==> config.mk <==
export PLATFORM = sky130hd
export DESIGN_NAME = nna_dist
export DESIGN_NICKNAME = d
export VERILOG_FILES = /design/src/nna_pkg.sv /design/src/nna_dist.sv
export SDC_FILE = /design/constraint.sdc
export NUM_CORES = 2
export LEC_CHECK = 0
export ABC_AREA = 1
export BUFFER_PORTS_ARGS = -buffer_cell sky130_fd_sc_hd__buf_2
export CORE_ASPECT_RATIO = 1.75
export CORE_MARGIN = 2
export CORE_UTILIZATION = 66
export DETAILED_ROUTE_END_ITERATION = 10
export PLACE_DENSITY = 0.81
export SETUP_SLACK_MARGIN = 0.5
export SLEW_MARGIN = 10
export SYNTH_ARGS = -nofsm -noshare
export SYNTH_HDL_FRONTEND = slang
export SYNTH_SLANG_ARGS = --single-unit
==> constraint.sdc <==
create_clock -name i_clk -period 7.2 [get_ports i_clk]
set_input_delay 0.36 -clock i_clk [delete_from_list [all_inputs] [get_ports i_clk]]
set_output_delay 0.36 -clock i_clk [all_outputs]
set_load 0.05 [all_outputs]
==> src/nna_pkg.sv <==
package nna_pkg;

    localparam int MAX_POINTS_DEF = 64;
    localparam int COORD_BITS_DEF = 24;
    localparam int MODE_BITS      = 2;
    localparam int INDEX_BITS     = 6;
    localparam int DIST_BITS      = 50;

    localparam logic [DIST_BITS-1:0] DIST_MAX = '1;

    typedef enum logic [MODE_BITS-1:0] {
        MODE_CLEAR  = 2'd0,
        MODE_APPEND = 2'd1,
        MODE_QUERY  = 2'd2
    } t_mode;

    typedef struct packed {
        logic vld;
        logic last;
    } t_tag;

endpackage

==> src/nna_dist.sv <==
module nna_dist #(
    parameter int COORD_BITS = nna_pkg::COORD_BITS_DEF,
    parameter int IDX_W      = nna_pkg::INDEX_BITS
) (
    input  logic                         i_clk,
    input  logic                         i_rst_n,
    input  nna_pkg::t_tag                i_tag,
    input  logic [IDX_W-1:0]             i_idx,
    input  logic signed [COORD_BITS-1:0] i_obs_x,
    input  logic signed [COORD_BITS-1:0] i_obs_y,
    input  logic signed [COORD_BITS-1:0] i_ref_x,
    input  logic signed [COORD_BITS-1:0] i_ref_y,
    output nna_pkg::t_tag                o_tag,
    output logic [IDX_W-1:0]             o_idx,
    output logic [2*COORD_BITS+1:0]      o_dist
);

    localparam int D_W  = COORD_BITS + 1;
    localparam int SQ_W = 2 * D_W;

    logic signed [D_W-1:0] dx;
    logic signed [D_W-1:0] dy;
    logic [D_W-1:0]        dxu;
    logic [D_W-1:0]        dyu;
    logic [D_W-1:0]        ax;
    logic [D_W-1:0]        ay;
    logic [SQ_W-1:0]       sqx;
    logic [SQ_W-1:0]       sqy;

    logic [D_W-1:0]        r_ax;
    logic [D_W-1:0]        r_ay;
    logic [SQ_W-1:0]       r_sx;
    logic [SQ_W-1:0]       r_sy;
    logic [SQ_W-1:0]       r_sum;
    nna_pkg::t_tag         r_tag1;
    nna_pkg::t_tag         r_tag2;
    nna_pkg::t_tag         r_tag3;
    logic [IDX_W-1:0]      r_idx1;
    logic [IDX_W-1:0]      r_idx2;
    logic [IDX_W-1:0]      r_idx3;

    // difference and magnitude
    assign dx  = D_W'(i_obs_x) - D_W'(i_ref_x);
    assign dy  = D_W'(i_obs_y) - D_W'(i_ref_y);
    assign dxu = dx;
    assign dyu = dy;
    assign ax  = dxu[D_W-1] ? (~dxu + D_W'(1)) : dxu;
    assign ay  = dyu[D_W-1] ? (~dyu + D_W'(1)) : dyu;

    assign sqx = r_ax * r_ax;
    assign sqy = r_ay * r_ay;

    always_ff @(posedge i_clk) begin
        if (!i_rst_n) begin
            r_tag1 <= '0;
            r_tag2 <= '0;
            r_tag3 <= '0;
        end else begin
            r_tag1 <= i_tag;
            r_tag2 <= r_tag1;
            r_tag3 <= r_tag2;
        end
        r_idx1 <= i_idx;
        r_idx2 <= r_idx1;
        r_idx3 <= r_idx2;
        r_ax   <= ax;
        r_ay   <= ay;
        r_sx   <= sqx;
        r_sy   <= sqy;
        r_sum  <= r_sx + r_sy;
    end

    assign o_tag  = r_tag3;
    assign o_idx  = r_idx3;
    assign o_dist = r_sum;

endmodule

Yosys cells after proc, flatten, opt, wreduce, memory -nomap -nowiden
Cells that the tools add are included.
{"block": "word_totals", "regBits": 224, "in_bits": 106, "out_inout_bits": 58, "elab_cells": 27}
{"block": "classes", "n_addsub": 5, "multipliers": 2, "mux": 2, "n_bitwise": 2}
{"cell": "multiplier 25 x 25 -> 50 bit", "n": 2}
{"cell": "adder 25 x 1 -> 25 bit (second input constant)", "n": 2}
{"cell": "adder 50 bit", "n": 1}
{"cell": "NOT 25 bit", "n": 2}
{"cell": "subtractor 24 x 24 -> 25 bit", "n": 2}
{"cell": "2-to-1 mux 24 bit", "n": 2}

Logic depth before layout (Yosys ltp)
{"block": "logic_depth", "ltp_word": 4, "depth_mapped": 30, "mapped_depth_nobuf": 28}

Worst setup path before layout
OpenSTA, ideal clock, no wires.
{"block": "synth_timing", "kind": "register to register", "start": "register r_ay[14]", "end": "register r_sy[36]", "setup_ns": 0.112, "arrival_time_ns": 6.176, "t_required_ns": 7.088, "path_slack_ns": 0.911, "path_stages_with_launch": 30, "path_buffers": 2, "period_less_slack_ns": 6.289, "path_cell_list": "dfxtp_1 -> clkbuf_1 -> clkbuf_1 -> nand2_1 -> fa_1 -> inv_1 -> fa_1 -> inv_1 -> fa_1 -> inv_1 -> fa_1 -> inv_1 -> fa_1 -> inv_1 -> fa_1 -> inv_1 -> fa_1 -> inv_1 -> ha_1 -> nand2_1 -> nor2_1 -> inv_1 -> nor2_1 -> inv_1 -> nor2_1 -> a21oi_1 -> o21ai_0 -> nand2_1 -> nand3_1 -> nand2_1"}
{"block": "synth_via", "elab_chain_len": 1}
{"item": "start, declared", "line_no": "nna_dist.sv:31", "rtl": "logic [D_W-1:0] r_ay;"}
{"item": "start signal, assigned", "line_no": "nna_dist.sv:67", "rtl": "r_ay <= ay;"}
{"item": "multiplier 25 x 25 -> 50 bit", "line_no": "nna_dist.sv:51", "rtl": "assign sqy = r_ay * r_ay;"}
{"item": "via sqy[36]", "line_no": "nna_dist.sv:28", "rtl": "logic [SQ_W-1:0] sqy;"}
{"item": "end signal, assigned", "line_no": "nna_dist.sv:69", "rtl": "r_sy <= sqy;"}
{"item": "end, declared", "line_no": "nna_dist.sv:33", "rtl": "logic [SQ_W-1:0] r_sy;"}
The timed path passes the listed nets, and every way through them passes these cells.
A chain may end at the register's enable or synchronous reset.

Worst setup path in the final report
{"block": "layout_timing", "start": "register r_ay[12]", "end": "register r_sy[40]"}
Same word-level chain as after synthesis.

==> impl_metrics.json <==
{
  "cts_tree": "built",
  "diodes": 0,
  "root_buffer": "clkbuf_16",
  "ys.warnings.count": 0,
  "yosysTopAreaCell": "fa_1",
  "synth_top_flop_cell": "dfxtp_1",
  "clkLatencyLatePin_ps": 600,
  "critPathTopFamily": "adder cells",
  "drt_wl_total_um": 146400,
  "syn-num-nets": 7988,
  "crit_path_start_kind": "flop",
  "mostFrequentLayoutCell": "inv_1",
  "status": "completed",
  "clk_path_buf_depth": 3,
  "die_area_mm2": 0.07735,
  "post_drt_wl_per_cell_um": 19.20,
  "maxSlewHeadroom_pct": 34.43,
  "final_cell_mix": "1,999 x inv_1, 1,429 x nand2_1, 936 x fa_1",
  "finalSetupViolations": 0,
  "vias": 41575,
  "cts_sinks": 222,
  "globalplace.congestion": 1.035,
  "setup_tns_ps": 0,
  "io_buffer_count": 163,
  "grt_overflow_total": 0,
  "ys_seq_area_share_pct": 8.971,
  "crit_fanout": 14,
  "ant_nets": 0,
  "cpPeakStageDelay_ps": 630,
  "grt_util_all_layers_pct": 39.09,
  "viasPerCell": 5.452,
  "synthArstFlopShare_pct": 0,
  "first_global_vias": 46693,
  "nets": 8179,
  "synth_edf_count": 0,
  "hold_path_class": "in2reg",
  "r2r_cells": 28,
  "ys_types": 44,
  "cp_slowest_cell": "fa_1",
  "die_x_um": 211.1,
  "core_mm2": 0.07416,
  "syn_to_final_growth_pct": 7.820,
  "worst-path-stages": 28,
  "drv_cap": 0,
  "std_cell_rows": 132,
  "die_y_um": 366.4,
  "min_path_cells": 3,
  "io_pins": 164,
  "place.detailed.hpwl_um": 127400,
  "path_clk_slew_ps": 70,
  "rsz0062_at_grt": "true",
  "hold_viol": 0,
  "yosysTopAreaCellShare_pct": 37.82,
  "syn_inst": 6479,
  "crit_type": "reg2reg",
  "grt_pass1_wl_um": 231300,
  "synth.avg_cell_area_um2": 7.646,
  "max_freq_ghz": 0.1538,
  "synth_area_mm2": 0.04954,
  "report.final.slew_viol_count": 0,
  "grt_max_degree": 27,
  "post-route-min-period_ps": 6504,
  "worst_slew_pin_slew_ps": 973.2,
  "synth_area_leaders": "fa_1 38%, inv_1 15%, ha_1 12%",
  "finalCritPeriodShare_pct": 90.33,
  "drt_iter0_markers": 2021,
  "first_pass_iters": 7,
  "numCtsBuffers": 24,
  "htreeDepth": 1,
  "endpoint_kind": "flop",
  "drive_gt1_share_pct": 6.429,
  "reg2reg_slack_ps": 700,
  "cp.arrival_ps": 6980,
  "drc": 0,
  "synth_seq_cells": 222,
  "start_util_pct": 66.80,
  "critPathBufInv": 10,
  "clock_skew_ps": 18.82,
  "cp.required_ps": 7680,
  "grt_antenna_before_repair": 0
}
==> per-stage QoR <==
| stage | util [%] | area [um^2] | setup slack, ps | cells | hold slack, ps |
|---|---|---|---|---|---|
| 6_report | 72.03 | 53410 | 696.4 | 7626 | 25.00 |
| 5_1_grt | 72.03 | 53410 | 404.4 | 7626 | 28.70 |
| 4_1_cts | 71.52 | 53040 | 500.9 | 7616 | 1.484 |
| 3_5_place_dp | 70.20 | 52060 | 108.7 | 7564 | 312.8 |
| 3_3_place_gp | 70.20 | 52060 | 86.08 | 7564 | 309.8 |
| 2_1_floorplan | - | 49540 | 911.3 | 6479 | 309.6 |
==> metal layers <==
| layer | global-route usage (%) | vias to the layer above | part of all wire (%) |
|---|---|---|---|
| li1 | - | 19134 | - |
| met1 | 33.40 | 20010 | 29 |
| met2 | 75.58 | 1568 | 54 |
| met3 | 5.300 | 863 | 4.9 |
| met4 | 36.12 | 0 | 11 |
| met5 | 0 | - | 0 |
==> state kept, by name, summed over array words and instances, names as in the netlist, 6 cells and up <==
signal and count:
r_ax 25, r_sx 49, r_idx2 6, o_idx 6, r_sy 49, o_dist 50
r_ay 25, r_idx1 6
==> Yosys cell counts (5+ instances only) <==
master	instances
nor2_1	317
xor2_1	126
a21oi_1	244
a21boi_0	8
nand4_1	30
o21bai_1	19
nand3_1	178
xnor2_1	62
a21o_1	18
ha_1	467
o21a_1	14
clkbuf_1	142
nor3b_1	6
nor4_1	17
o21ai_0	141
a31oi_1	21
nand2_1	1430
or2_2	5
dfxtp_1	222
nand2_2	5
fa_1	936
nor3_1	29
a211oi_1	7
inv_1	1999
and3_1	5
==> worst reg2reg max path, delay by kind of cell (launching register included) <==
family	cells	cell delay (ps)
compound gates	1	80
xor+xnor	1	150
fa+ha+maj	8	3920
buf+inv	10	940
flops	1	470
simple gates	8	870
==> cell families (layout without fill, tap and decap cells) <==
kind of cell | count (synthesis) | in the layout | synth area share [%]
AOI/OAI and AO/OA | 487 | 487 | 5.405
xor gates and xnor gates | 189 | 189 | 3.379
adders and majority gates | 1403 | 1403 | 49.62
buffers and inverters | 2148 | 2357 | 16.31
DFF | 222 | 222 | 8.971
and+or+nand+nor | 2030 | 2030 | 16.32
==> path summary, 6_finish.rpt <==
check | from | end
worst max-delay path | r_ay[12]$_DFF_P_ | r_sy[40]$_DFF_P_
worst min-delay path | i_rst_n | r_tag1[0]$_SDFF_PN0_
worst max register to register | r_ay[12]$_DFF_P_ | r_sy[40]$_DFF_P_
worst min register to register | r_idx2[0]$_DFF_P_ | o_idx[0]$_DFF_P_
==> cell type report <==
| type | count | area, um^2 |
|---|---|---|
| fill | 5918 | 20740 |
| clock inverter | 17 | 203.9 |
| sequential | 222 | 4544 |
| tap | 938 | 1174 |
| inverter | 2000 | 7507 |
| timing repair buffer | 313 | 2216 |
| clock buffer | 27 | 621.8 |
| multi-input combinational | 4109 | 37150 |
==> repair_timing <==
action,in CTS,in global routing
cloned,0,2
hold buffers,8,0
resized for setup,36,99
pin swaps,0,1
hold endpoints to repair,8,0
endpoints found under the setup margin,39,50
setup buffers,0,8
Power is not shown: default switching activity piles up to over one toggle a cycle in this logic, so the estimate is an artifact.
